<file path="config.mk">
export PLATFORM = sky130hd
export DESIGN_NAME = unipolar_stepper_phase_sequencer_core
export DESIGN_NICKNAME = d
export VERILOG_FILES = /design/src/design/usps_pkg.sv /design/src/design/unipolar_stepper_phase_sequencer_core.sv
export VERILOG_INCLUDE_DIRS = /design/src /design/src/design
export SDC_FILE = /design/constraint.sdc
export NUM_CORES = 1
export LEC_CHECK = 0
export ABC_AREA = 0
export BUFFER_PORTS_ARGS = -buffer_cell sky130_fd_sc_hd__buf_4
export CAP_MARGIN = 25
export CORE_ASPECT_RATIO = 1.5
export CORE_UTILIZATION = 30
export CTS_CLUSTER_SIZE = 30
export DETAILED_ROUTE_END_ITERATION = 10
export PLACE_DENSITY_LB_ADDON = 0.2
export SLEW_MARGIN = 30
export SYNTH_ARGS = -nofsm -noshare
export SYNTH_HDL_FRONTEND = slang
export SYNTH_SLANG_ARGS = --single-unit
</file>
<file path="constraint.sdc">
create_clock -name i_clk -period 8.2 [get_ports i_clk]
set_input_delay 0.41 -clock i_clk [delete_from_list [all_inputs] [get_ports i_clk]]
set_output_delay 0.41 -clock i_clk [all_outputs]
set_load 0.05 [all_outputs]
</file>
<file path="src/design/unipolar_stepper_phase_sequencer_core_assert.svh">
// Assertion helpers for the stepper phase sequencer.
// Both sample on i_clk and are off while i_rst_n is low.
`ifndef UNIPOLAR_STEPPER_PHASE_SEQUENCER_CORE_ASSERT_SVH
`define UNIPOLAR_STEPPER_PHASE_SEQUENCER_CORE_ASSERT_SVH

// Same-cycle implication
`define USPS_ASSERT_IMP(lbl, ante, cons) \
    lbl: assert property (@(posedge i_clk) disable iff (!i_rst_n) (ante) |-> (cons)) \
        else $error("sequencer assertion failed");

// Next-cycle implication
`define USPS_ASSERT_NXT(lbl, ante, cons) \
    lbl: assert property (@(posedge i_clk) disable iff (!i_rst_n) (ante) |=> (cons)) \
        else $error("sequencer assertion failed");

`endif

</file>
<file path="src/design/usps_pkg.sv">
`timescale 1ns / 1ps
package usps_pkg;

    typedef logic [1:0] t_dir;

    // Direction codes
    localparam t_dir DIR_NONE = 2'd0;
    localparam t_dir DIR_FWD  = 2'd1;
    localparam t_dir DIR_REV  = 2'd2;

    // Configuration register indexes
    typedef logic [1:0] t_cfg_idx;
    localparam t_cfg_idx CFG_HALF_STEP = 2'd0;
    localparam t_cfg_idx CFG_BACKLASH  = 2'd1;
    localparam t_cfg_idx CFG_SQUARE    = 2'd2;
    localparam t_cfg_idx CFG_COILS_EN  = 2'd3;

    localparam int CFG_DATA_BITS = 15;
    localparam int FIELD_POS_BITS = 32;

    // Coil patterns, bit0 = IN1 .. bit3 = IN4
    function automatic logic [3:0] coil_pattern(input logic half, input logic [2:0] phase);
        logic [3:0] pat;
        if (half) begin
            case (phase)
                3'd0:    pat = 4'h1;
                3'd1:    pat = 4'h3;
                3'd2:    pat = 4'h2;
                3'd3:    pat = 4'h6;
                3'd4:    pat = 4'h4;
                3'd5:    pat = 4'hC;
                3'd6:    pat = 4'h8;
                default: pat = 4'h9;
            endcase
        end else begin
            case (phase[1:0])
                2'd0:    pat = 4'h3;
                2'd1:    pat = 4'h6;
                2'd2:    pat = 4'hC;
                default: pat = 4'h9;
            endcase
        end
        return pat;
    endfunction

endpackage

</file>
<file path="src/design/unipolar_stepper_phase_sequencer_core.sv">
`timescale 1ns / 1ps
// Unipolar stepper phase sequencer with backlash takeup.
// Input channel (i_valid / o_stall): one request per timer tick, carrying the
// tracking rate, the sync flag and an optional new target position.
// Output channel (o_valid / i_stall): one result per request with the coil
// drive bits, motor position, moving direction and backlash flag.
// Configuration: i_cfg_we writes register i_cfg_idx (0 half-step mode,
// 1 backlash amount, 2 square wave, 3 coils enabled) in the same cycle.
// The result of a request is in the output register the cycle after it is
// accepted. Throughput is one request per cycle while no result is stalled;
// the step logic (two signed compares, a position step and a target update)
// sits between the state registers and the result register.
// While the receiver stalls a held result, o_stall is raised and the result
// holds; as soon as the result is taken, a new request is accepted in that
// same cycle. Reset clears all position and backlash state, sets square wave
// mode and leaves the output register empty.
module unipolar_stepper_phase_sequencer_core
    import usps_pkg::*;
#(
    parameter int POSITION_BITS = 32,
    parameter int BACKLASH_BITS = 15
) (
    input  logic                      i_clk,
    input  logic                      i_rst_n,
    // configuration
    input  logic                      i_cfg_we,
    input  logic [1:0]                i_cfg_idx,
    input  logic [CFG_DATA_BITS-1:0]  i_cfg_data,
    // request
    input  logic                      i_valid,
    output logic                      o_stall,
    input  logic signed [1:0]         i_track_rate,
    input  logic                      i_sync_enable,
    input  logic                      i_load_target,
    input  logic signed [31:0]        i_target_value,
    // result
    output logic                      o_valid,
    input  logic                      i_stall,
    output logic [3:0]                o_coils,
    output logic signed [31:0]        o_motor_position,
    output logic [1:0]                o_moving_direction,
    output logic                      o_in_backlash
);

    // configuration registers
    logic                      r_half;
    logic [CFG_DATA_BITS-1:0]  r_amount;
    logic                      r_square;
    logic                      r_coils_en;

    // stepping state
    logic [POSITION_BITS-1:0]  r_target, n_target;
    logic [POSITION_BITS-1:0]  r_cur, n_cur;
    logic [BACKLASH_BITS-1:0]  r_cnt, n_cnt;
    logic                      r_bl, n_bl;
    t_dir                      r_dir, n_dir;
    logic [2:0]                r_phase, n_phase;
    logic                      r_toggle, n_toggle;

    // result register
    logic                      r_out_valid;
    logic [3:0]                r_coils;
    logic [31:0]               r_pos_out;
    t_dir                      r_dir_out;
    logic                      r_bl_out;

    logic                      accept;
    logic                      acts;
    logic                      change;
    logic [POSITION_BITS-1:0]  rate_ext;
    logic [POSITION_BITS-1:0]  tgt_loaded;
    logic [POSITION_BITS-1:0]  tgt_tracked;
    logic [POSITION_BITS+31:0] load_wide;
    logic [POSITION_BITS+31:0] pos_out_wide;
    logic [BACKLASH_BITS+CFG_DATA_BITS-1:0] amount_wide;
    logic [BACKLASH_BITS-1:0]  amount;
    logic [BACKLASH_BITS:0]    cnt_inc;
    logic [2:0]                phase_base;
    logic [2:0]                phase_inc;
    logic [2:0]                phase_dec;
    logic                      go_rev;
    logic                      go_fwd;

    // handshake: a held, stalled result blocks the input
    assign o_stall = r_out_valid && i_stall;
    assign accept  = i_valid && !o_stall;

    // operand shaping
    assign load_wide   = {{POSITION_BITS{i_target_value[31]}}, i_target_value};
    assign tgt_loaded  = i_load_target ? load_wide[POSITION_BITS-1:0] : r_target;
    assign rate_ext    = {{(POSITION_BITS-2){i_track_rate[1]}}, i_track_rate};
    assign tgt_tracked = (i_sync_enable && !r_bl) ? tgt_loaded + rate_ext : tgt_loaded;
    assign amount_wide = {{BACKLASH_BITS{1'b0}}, r_amount};
    assign amount      = amount_wide[BACKLASH_BITS-1:0];
    assign cnt_inc     = {1'b0, r_cnt} + 1'b1;

    // phase walk; full-step mode keeps the low two bits
    assign phase_base = r_half ? r_phase : {1'b0, r_phase[1:0]};
    assign phase_inc  = r_half ? phase_base + 3'd1 : {1'b0, phase_base[1:0] + 2'd1};
    assign phase_dec  = r_half ? phase_base - 3'd1 : {1'b0, phase_base[1:0] - 2'd1};

    assign acts   = !r_square || r_toggle;
    assign go_rev = ($signed(r_cur) > $signed(tgt_tracked)) || (r_bl && r_dir == DIR_REV);
    assign go_fwd = ($signed(r_cur) < $signed(tgt_tracked)) || (r_bl && r_dir == DIR_FWD);

    // one tick of the sequencer
    always_comb begin
        n_target = tgt_loaded;
        n_cur    = r_cur;
        n_cnt    = r_cnt;
        n_bl     = r_bl;
        n_dir    = r_dir;
        n_phase  = r_phase;
        n_toggle = !r_toggle;
        change   = 1'b0;
        if (acts) begin
            n_target = tgt_tracked;
            n_phase  = phase_base;
            if (go_rev) begin
                if (r_dir != DIR_REV) begin
                    // direction change: record only, undo tracking
                    n_target = tgt_loaded;
                    n_dir    = DIR_REV;
                    change   = 1'b1;
                end else begin
                    if (r_cnt != '0) begin
                        n_cnt = r_cnt - 1'b1;
                        n_bl  = (r_cnt != BACKLASH_BITS'(1));
                    end else begin
                        n_cur = r_cur - 1'b1;
                        n_bl  = 1'b0;
                    end
                    n_phase = phase_dec;
                end
            end else if (go_fwd) begin
                if (r_dir != DIR_FWD) begin
                    n_target = tgt_loaded;
                    n_dir    = DIR_FWD;
                    change   = 1'b1;
                end else begin
                    if (r_cnt < amount) begin
                        n_cnt = cnt_inc[BACKLASH_BITS-1:0];
                        n_bl  = (cnt_inc < {1'b0, amount});
                    end else begin
                        n_cur = r_cur + 1'b1;
                        n_bl  = 1'b0;
                    end
                    n_phase = phase_inc;
                end
            end else if (!r_bl) begin
                n_dir = DIR_NONE;
            end
            n_toggle = (r_square && !change) ? !r_toggle : r_toggle;
        end
    end

    assign pos_out_wide = {32'b0, n_cur};

    // configuration registers
    always_ff @(posedge i_clk) begin
        if (!i_rst_n) begin
            r_half     <= 1'b0;
            r_amount   <= '0;
            r_square   <= 1'b1;
            r_coils_en <= 1'b0;
        end else if (i_cfg_we) begin
            unique case (i_cfg_idx)
                CFG_HALF_STEP: r_half     <= i_cfg_data[0];
                CFG_BACKLASH:  r_amount   <= i_cfg_data;
                CFG_SQUARE:    r_square   <= i_cfg_data[0];
                CFG_COILS_EN:  r_coils_en <= i_cfg_data[0];
                default:       r_half     <= r_half;
            endcase
        end
    end

    // stepping state
    always_ff @(posedge i_clk) begin
        if (!i_rst_n) begin
            r_target <= '0;
            r_cur    <= '0;
            r_cnt    <= '0;
            r_bl     <= 1'b0;
            r_dir    <= DIR_NONE;
            r_phase  <= 3'd0;
            r_toggle <= 1'b0;
        end else if (accept) begin
            r_target <= n_target;
            r_cur    <= n_cur;
            r_cnt    <= n_cnt;
            r_bl     <= n_bl;
            r_dir    <= n_dir;
            r_phase  <= n_phase;
            r_toggle <= n_toggle;
        end else if (i_cfg_we && i_cfg_idx == CFG_COILS_EN && r_coils_en && !i_cfg_data[0]) begin
            // powering the driver down restarts the square-wave cadence, unless a request is accepted at the same edge
            r_toggle <= 1'b0;
        end
    end

    // result valid
    always_ff @(posedge i_clk) begin
        if (!i_rst_n) begin
            r_out_valid <= 1'b0;
        end else if (accept) begin
            r_out_valid <= 1'b1;
        end else if (!i_stall) begin
            r_out_valid <= 1'b0;
        end
    end

    // result payload
    always_ff @(posedge i_clk) begin
        if (accept) begin
            r_coils   <= r_coils_en ? coil_pattern(r_half, n_phase) : 4'h0;
            r_pos_out <= pos_out_wide[31:0];
            r_dir_out <= n_dir;
            r_bl_out  <= n_bl;
        end
    end

    assign o_valid            = r_out_valid;
    assign o_coils            = r_coils;
    assign o_motor_position   = r_pos_out;
    assign o_moving_direction = r_dir_out;
    assign o_in_backlash      = r_bl_out;

`include "unipolar_stepper_phase_sequencer_core_assert.svh"

    // backlash takeup always runs in a known direction
    `USPS_ASSERT_IMP(a_bl_has_dir, r_bl, r_dir == DIR_FWD || r_dir == DIR_REV)
    // an accepted request always yields a result next cycle
    `USPS_ASSERT_NXT(a_accept_yields, accept, r_out_valid)
    // input is held off while a result is stuck
    `USPS_ASSERT_IMP(a_stall_path, r_out_valid && i_stall, !accept)
    // a forward takeup step never carries the backlash counter past the configured amount
    `USPS_ASSERT_IMP(a_cnt_fwd, accept && go_fwd && r_dir == DIR_FWD && r_cnt < amount,
                     n_cnt <= amount)

endmodule

</file>
== Word-level counts from Yosys, hierarchy flattened ==
Index checks and enable logic that the tools add are counted.

* Reductions and logical operators: 31
* $add $sub $neg: 9
* Multiplexer cells: 55
* Magnitude comparators: 4
* Eq/ne operators: 21

{| class="wikitable"
|+ Operators with widths
! cell !! number
|-
| $mux 32 || 14
|-
| $mux 15 || 6
|-
| $add 32x1->32 const B || 1
|-
| $add 32x32->32 || 1
|-
| $gt 32x32->1 || 1
|-
| $lt 32x32->1 || 1
|-
| $sub 32x1->32 const B || 1
|-
| $pmux 4 s7 || 1
|-
| $mux 3 || 8
|-
| $mux 1 || 18
|-
| $add 15x1->16 const B || 1
|-
| $lt 16x15->1 || 1
|-
| $lt 15x15->1 || 1
|-
| $ne 15x1->1 const B || 1
|-
| $reduce_bool 15->1 || 1
|-
| $sub 15x1->15 const B || 1
|-
| $mux 2 || 6
|-
| $pmux 4 s3 || 1
|-
| $reduce_and 2->1 || 5
|-
| $eq 3x3->1 const B || 3
|-
| $logic_and 1x1->1 || 9
|-
| $eq 2x2->1 const B || 4
|-
| $reduce_and 7->1 || 1
|-
| $eq 2x1->1 const B || 3
|-
| 15 further kinds || 30
|}

* Input port bits: 58
* Output and inout bits: 41
* Flip-flop bits (word level): 144

== Longest topological paths before layout ==
Gate-level depths: netlist of run 1.

* Word-level depth: 13
* Gate-level depth with buffers: 33
* Gate-level depth less buffers: 30

== Worst setup path after synthesis of run 1 ==
No wires, ideal clock.

* Path type: input-to-reg
* From: input i_load_target
* To: register r_coils[1] (netlist: o_coils[1]) (data pin)
* Arrival: 7.081 ns
* Path slack: 0.844 ns
* Library setup time: 0.275 ns
* Data required time: 7.925 ns
* Stages: 28
* Path buffers: 6
* Cell sequence: clkbuf_1 > buf_1 > clkbuf_1 > mux2i_1 > inv_1 > ha_1 > a21o_1 > a21oi_1 > a21oi_1 > o21ai_0 > a311oi_1 > o2111a_1 > or3b_2 > ha_1 > and4_1 > nand2_1 > nor3_1 > and4b_1 > clkbuf_1 > o21a_1 > clkbuf_1 > clkbuf_1 > a21oi_1 > xnor2_1 > inv_1 > ha_1 > o311ai_0 > a21oi_1

* Longest elaborated chain between the ends: 11

{| class="wikitable"
|+ RTL lines
! item !! RTL line !! source
|-
| start, declared || unipolar_stepper_phase_sequencer_core.sv:34 || <nowiki>input logic i_load_target,</nowiki>
|-
| $mux 32 (*) || unipolar_stepper_phase_sequencer_core.sv:90 || <nowiki>assign tgt_loaded = i_load_target ? load_wide[POSITION_BITS-1:0] : r_target;</nowiki>
|-
| $add 32x32->32 || unipolar_stepper_phase_sequencer_core.sv:92 || <nowiki>assign tgt_tracked = (i_sync_enable && !r_bl) ? tgt_loaded + rate_ext : tgt_loaded;</nowiki>
|-
| $mux 32 (*) || unipolar_stepper_phase_sequencer_core.sv:92 ||
|-
| $lt 32x32->1 || unipolar_stepper_phase_sequencer_core.sv:104 || <nowiki>assign go_fwd = ($signed(r_cur) < $signed(tgt_tracked)) || (r_bl && r_dir == DIR_FWD);</nowiki>
|-
| $logic_or 1x1->1 || unipolar_stepper_phase_sequencer_core.sv:104 ||
|-
| $mux 3 || unipolar_stepper_phase_sequencer_core.sv:135 || <nowiki>end else if (go_fwd) begin</nowiki>
|-
| $mux 3 (*) || unipolar_stepper_phase_sequencer_core.sv:119 || <nowiki>if (go_rev) begin</nowiki>
|-
| $mux 3 (*) || unipolar_stepper_phase_sequencer_core.sv:116 || <nowiki>if (acts) begin</nowiki>
|-
| net n_phase[0] || unipolar_stepper_phase_sequencer_core.sv:57 || <nowiki>logic [2:0] r_phase, n_phase;</nowiki>
|-
| $eq 3x3->1, or another cell as far along || usps_pkg.sv:25 || <nowiki>case (phase)</nowiki>
|-
| $pmux 4 s7 / $pmux 4 s3 (equally long branches) || usps_pkg.sv:25, usps_pkg.sv:36 ||
|-
| $mux 4 (*) || usps_pkg.sv:24 || <nowiki>if (half) begin</nowiki>
|-
| end signal, assigned || unipolar_stepper_phase_sequencer_core.sv:215 || <nowiki>r_coils <= r_coils_en ? coil_pattern(r_half, n_phase) : 4'h0;</nowiki>
|-
| end, declared || unipolar_stepper_phase_sequencer_core.sv:62 || <nowiki>logic [3:0] r_coils;</nowiki>
|}

The timed path passes the listed nets; every way through them passes the cells marked *.
A chain may end at the register's enable or synchronous reset.

== Worst setup path after layout of run 1 ==
Same ends and word-level chain as after synthesis.

==> summary.txt, run 1 <==
Outcome
  – Run status: finished, final reports clean

Synthesis
  – Seq/Total Area, Yosys: 0.2825
  – EDFF count, synth: 39
  – Syn Std Cell Area: 11590 µm²
  – Synth area leader: dfxtp_1
  – Ys async rst share: 0
  – Syn Area/Cell: 8.114 µm²
  – Cell count after synthesis: 1428
  – Main synth FF type: dfxtp_1
  – Net Count, Synth: 1591
  – Ranking of synthesized cells by area: dfxtp_1, ha_1, edfxtp_1, a21oi_1, xnor2_1
  – Share of the synthesized area in the top cell type: 0.1814
  – Unique masters post-synth: 77
  – Flops & latches, synth: 144
  – Synth Warn #: 0

Power and ir drop
  – Maximum VDD drop: 0.0001137 V
  – Power Density: 164.9 nW/µm²
  – Lkg Pwr: 0.005602 µW

GRT
  – Global-route wire length before repair: 57560 µm
  – Largest net degree at the start of global routing: 62
  – Initial antenna violation count: 0
  – Vias in the first global route: 10582
  – Total track usage: 0.1875
  – Total global routing overflow: 0

STA
  – Worst slew pin tran: 0.8695 ns
  – Tmin final: 7.113 ns
  – Endpoints failing hold: 0
  – Slew headroom: 0.4203
  – Fmax: 140.6 MHz
  – Tcrit/Tclk final: 0.8675
  – Final setup viols: 0
  – Clk_skew: 0.01467 ns
  – Max-slew violation count: 0
  – RSZ-0062 raised after global routing: no
  – Setup TNS: 0 ns

Layout
  – Synthesis-to-layout area growth: 15.26%
  – Final Net Count: 1642
  – Share of layout cells above drive strength 1: 0.1361
  – Fillers: 4026
  – Ant. Diodes: 0
  – Fin util: 0.3526

Clocking
  – CTS Hold Bufs: 0
  – Max clock buf depth: 2
  – Setup bufs post-CTS: 0
  – Clk root buf: clkbuf_16
  – CTS buffer count: 17
  – H-tree depth: 4
  – Clock sink total: 144
  – CTS resizes: 0
  – CTS tree: built
  – CTS clk-pin slew, worst paths: 0.06 ns
  – Skew-Pair Late Insertion Delay: 0.45 ns

Min path
  – Hold Path Class: input port to flip-flop
  – Worst Hold Depth: 2

Setup path
  – Setup crit start kind: input port
  – Worst path arrival time: 7.28 ns
  – Slowest stage delay, CP: 0.48 ns
  – CP Class: input port to flip-flop
  – Required @ worst endpoint: 8.37 ns
  – Setup crit end kind: flip-flop
  – CP max stage cell: o311ai_0
  – Reg2reg path depth: 30
  – Worst Path Max Fanout: 16

Detailed routing
  – Routed wire length per instance: 18.41 µm
  – Drt total wl: 36480 µm
  – First DRT Iteration DRCs: 549
  – First drt pass iteration count: 4
  – Routed via count: 10832
  – Via/cell ratio: 5.468
  – Post-DRT Antenna Nets: 0
  – DRC: 0

Die
  – # rows: 87
  – Num ports: 99
  – Core area: 37880 µm²
  – Die ar.: 39430 µm²
  – Die W: 162.5 µm
  – Initial Utilization: 0.3059
  – Die Span Y: 242.7 µm

Placement
  – Port buffer count: 98
  – RePlAce Congestion: 0.9006
  – HPWL Detailed: 27760 µm

Flow run
  – Max_cap viols: 0
## per-layer routing
| layer | global-route usage | share of wire | up-vias |
|---|---|---|---|
| li1 | - | - | 5344 |
| met1 | 0.2063 | 0.41 | 5237 |
| met2 | 0.3560 | 0.54 | 198 |
| met3 | 0.02461 | 0.026 | 53 |
| met4 | 0.07159 | 0.025 | 0 |
| met5 | 0 | 0 | - |
## cells in the mapped netlist, types with 8 or more instances
| master | n |
|---|---|
| nand3_1 | 31 |
| clkbuf_1 | 71 |
| and4_1 | 9 |
| a31o_2 | 14 |
| or3_1 | 17 |
| nor4_1 | 14 |
| mux2_2 | 19 |
| o211ai_1 | 28 |
| nor2_1 | 93 |
| a21o_1 | 32 |
| nand4_1 | 18 |
| nand2b_1 | 13 |
| xnor2_1 | 65 |
| o21a_1 | 12 |
| or4_1 | 13 |
| o21ai_1 | 11 |
| o21ai_0 | 84 |
| edfxtp_1 | 39 |
| o22ai_1 | 13 |
| o31ai_1 | 9 |
| dfxtp_1 | 105 |
| and3_1 | 21 |
| nor3_1 | 31 |
| and2_1 | 19 |
| a21oi_1 | 114 |
| ha_1 | 104 |
| nand2_1 | 151 |
| a22oi_1 | 8 |
| a211oi_1 | 18 |
| nor2b_1 | 13 |
| mux2i_1 | 43 |
| xor2_1 | 19 |
| inv_1 | 66 |
| buf_1 | 11 |
## worst max-delay path, delay by kind of cell
family	cells	cell delay (ns)
and+or+nand+nor	5	0.95
muxes	2	0.57
AOI/OAI and AO/OA	14	3.43
buffers and inverters	6	1.02
adders and majority gates	4	0.90
## per-stage QoR
step / cells / hold WS [ns] / power [µW] / instance area (µm²) / setup WS [ns]
2_1_floorplan: 1428 / 0.4363 / 1223 / 11590 / 0.8443
3_3_place_gp: 1949 / 0.4462 / 1400 / 12760 / 0.9403
3_5_place_dp: 1949 / 0.4543 / 1404 / 12760 / 0.7511
4_1_cts: 1981 / 0.1641 / 2233 / 13350 / 1.205
5_1_grt: 1981 / 0.1846 / 2317 / 13360 / 0.3454
6_report: 1981 / 0.1933 / 2202 / 13360 / 1.087
## where the power goes
part / switching [µW] / internal [µW] / leakage, µW
logic: 385 / 225 / 0.00408
registers: 19.1 / 762 / 0.00125
clock network: 351 / 461 / 0.000277
total: 755 / 1450 / 0.00560
## registers in the layout, indices dropped and copies added, names as in the netlist
| register | count |
|---|---|
| r_dir | 2 |
| r_target | 32 |
| r_half | 1 |
| r_cnt | 15 |
| o_moving_direction | 2 |
| r_coils_en | 1 |
| r_toggle | 1 |
| o_motor_position | 32 |
| r_bl | 1 |
| r_cur | 32 |
| o_in_backlash | 1 |
| r_square | 1 |
| r_phase | 3 |
| amount | 15 |
| o_valid | 1 |
| o_coils | 4 |
## layout by cell type, fill, tap and decap left out, types with 7 or more instances in the layout
master     instances
nand2_1          149
buf_4            116
a21oi_1          113
dfxtp_1          105
ha_1             104
nor2_1            93
o21ai_0           84
inv_1             65
xnor2_1           65
mux2i_1           43
edfxtp_1          39
a21o_1            32
nand3_1           31
nor3_1            31
o211ai_1          28
and3_1            21
mux2_2            19
and2_1            19
xor2_1            19
nand4_1           18
a211oi_1          18
or3_1             17
clkbuf_16         17
nor4_1            14
a31o_2            14
nand2b_1          13
o22ai_1           13
or4_1             13
nor2b_1           12
o21a_1            12
o21ai_1           11
and4_1             9
o31ai_1            9
a22oi_1            8
a221oi_1           7
a31oi_1            7
## cell families after synthesis
logic type               synth area share
flip-flops                         0.2825
buffers and inverters             0.04967
adder cells (fa/ha/maj)            0.1140
AO/OA/AOI/OAI                      0.2286
AND/OR/NAND/NOR                    0.2061
multiplexers                      0.05561
XOR/XNOR                          0.06349
## path summary, 6_finish.rpt
check | startpoint | to | slack, ns
worst min register to register | amount[3]$_SDFFE_PN0P_ | amount[3]$_SDFFE_PN0P_ | 0.46
worst max-delay path | i_load_target | o_coils[1]$_SDFFCE_PN0P_ | 1.09
worst max register to register | r_target[0]$_SDFFE_PN0P_ | o_coils[1]$_SDFFCE_PN0P_ | 1.11
worst min-delay path | i_valid | o_valid$_SDFFE_PN0P_ | 0.19
## final cells by class
class / instances / area, µm² / share of cell area
sequential: 144 / 3273 / 0.2451
clock inverter: 14 / 157.7 / 0.01180
timing repair buffer: 116 / 870.8 / 0.06521
tap: 489 / 611.8 / 0.04581
inverter: 67 / 252.7 / 0.01892
clock buffer: 18 / 439.2 / 0.03288
multi-input combinational: 1133 / 7750 / 0.5803
(Power assumes the default switching activity.)
==> inputs of run 2 (changes only) <==
- REMOVE_ABC_BUFFERS: default -> 1
==> summary.txt, run 2 (synthesis gave the netlist of run 1 again) <==
Outcome
  – Run status: finished, final reports clean

STA
  – Fmax: 142.1 MHz
  – RSZ-0062 raised after global routing: no
  – Clk_skew: 0.01345 ns
  – Max-slew violation count: 0
  – Setup TNS: 0 ns
  – Slew headroom: 0.3802
  – Setup ws final: 1.165 ns
  – Tmin final: 7.035 ns
  – Worst slew pin tran: 0.9297 ns
  – Endpoints failing hold: 0
  – Tcrit/Tclk final: 0.8579
  – Final setup viols: 0
  – Final hold slack: 0.1923 ns

Power and ir drop
  – Power Density: 163.4 nW/µm²
  – Sw Ratio: 0.3506
  – Cell internal pwr: 1413 µW
  – Gate power share: 0.282
  – Sw power: 762.9 µW
  – Clk pwr share: 0.359
  – Flop pwr share: 0.359
  – Maximum VDD drop: 0.00009126 V
  – Lkg Pwr: 0.005598 µW

Detailed routing
  – Via/cell ratio: 5.398
  – DRC: 0
  – Drt total wl: 35700 µm
  – Post-DRT Antenna Nets: 0
  – First DRT Iteration DRCs: 630
  – Routed via count: 10682
  – First drt pass iteration count: 5
  – Routed wire length per instance: 18.04 µm

GRT
  – Total track usage: 0.1830
  – Initial antenna violation count: 0
  – Total global routing overflow: 0
  – Global-route wire length before repair: 55500 µm
  – Largest net degree at the start of global routing: 85
  – Vias in the first global route: 10164

Setup path
  – Reg2reg start: r_target[0]$_SDFFE_PN0P_
  – RR Endpoint: o_coils[1]$_SDFFCE_PN0P_
  – Delay-heaviest family, CP: compound AO/OA/AOI/OAI gates
  – Reg2reg path depth: 28
  – Worst Path Max Fanout: 26
  – Setup crit end kind: flip-flop
  – CP Class: input port to flip-flop
  – Slowest stage delay, CP: 0.62 ns
  – Worst path arrival time: 7.21 ns
  – Reg-to-reg slack, setup: 1.36 ns
  – Required @ worst endpoint: 8.37 ns
  – Setup crit start kind: input port
  – CP max stage cell: a211oi_1
  – Worst path buffer plus inverter count: 5

Placement
  – RePlAce Congestion: 0.8849
  – DP Worst Slack: 0.7318 ns
  – Port buffer count: 98
  – Area after DPL: 12740 µm²
  – HPWL Detailed: 26670 µm

Die
  – Core area: 37880 µm²
  – Initial Utilization: 0.3059
  – Die W: 162.5 µm
  – Num ports: 99
  – Die Span Y: 242.7 µm
  – Die ar.: 39430 µm²
  – # rows: 87

Clocking
  – Skew-Pair Late Insertion Delay: 0.45 ns
  – CTS buffer count: 17
  – CTS clk-pin slew, worst paths: 0.06 ns
  – CTS resizes: 0
  – Clk root buf: clkbuf_16
  – Setup bufs post-CTS: 0
  – Max clock buf depth: 2
  – CTS Hold Bufs: 0
  – CTS tree: built
  – Clock sink total: 144
  – H-tree depth: 4

Layout
  – Final Net Count: 1640
  – Fin util: 0.3516
  – Synthesis-to-layout area growth: 14.94%
  – Ant. Diodes: 0
  – Layout Cell Area excl Fill: 13320 µm²
  – Commonest non-fill, non-tap cells in the layout: nand2_1, buf_4, a21oi_1
  – Most common cell after layout, fill and taps aside: nand2_1
  – Share of layout cells above drive strength 1: 0.1342

Min path
  – Hold Path Class: input port to flip-flop
  – Worst Hold Depth: 2
  – Hold endpoint: o_valid$_SDFFE_PN0P_
  – Hold Crit Start: i_valid

Flow run
  – Max_cap viols: 0
-- run 2: power by group through the flow --
| stage | combinational [µW] | sequential [µW] | clock [µW] |
|---|---|---|---|
| 6_report | 614 | 780 | 781 |
| 4_1_cts | 618 | 780 | 812 |
| 3_5_place_dp | 616 | 796 | 0 |
| 3_3_place_gp | 613 | 796 | 0 |
| 5_1_grt | 673 | 784 | 843 |
| 2_1_floorplan | 374 | 832 | 0 |
-- run 2: final cells by class --
cell class              count  area (µm²)
fillers                  4024       24560
multi-input cells        1133        7750
clock buffers              17       425.4
repair buffers            114       855.8
inverters                  67       252.7
well taps                 489       611.8
clock inverters            15       150.1
flip-flops and latches    144        3273
-- run 2: worst register-to-register path: cells and delay by family (launching register included) --
| family | cells | cell delay [ns] |
|---|---|---|
| fa+ha+maj | 4 | 0.94 |
| flops | 1 | 0.31 |
| simple gates | 4 | 0.76 |
| mux | 2 | 0.42 |
| compound gates | 13 | 3.27 |
| xor+xnor | 1 | 0.38 |
| buf+inv | 4 | 0.50 |
-- run 2: how the worst max path moves through the flow --
stage | slack (ns) | to | cells after the start | startpoint
after floorplan | 1.41 | r_target[31]$_SDFFE_PN0P_ | 25 | i_load_target
after global placement | 0.86 | o_coils[1]$_SDFFCE_PN0P_ | 28 | i_load_target
after detailed placement | 0.73 | o_coils[1]$_SDFFCE_PN0P_ | 27 | i_load_target
after CTS | 1.19 | o_coils[1]$_SDFFCE_PN0P_ | 27 | i_load_target
after global routing | 0.54 | o_coils[1]$_SDFFCE_PN0P_ | 29 | i_load_target
final | 1.16 | o_coils[1]$_SDFFCE_PN0P_ | 28 | i_load_target
-- run 2: layer usage --
metal  track usage  up-vias  wire length [µm]
met5             0        -                 0
met3       0.02119       65              1153
met1        0.1965     5050             13920
li1              -     5334                 -
met4       0.09795        0              1567
met2        0.3426      233             19060
-- run 2: per-stage QoR --
step | std cells | power (µW)
floorplan | 1344 | 1207
CTS | 1979 | 2210
global placement | 1947 | 1409
finish | 1979 | 2176
global route | 1979 | 2299
detailed placement | 1947 | 1412
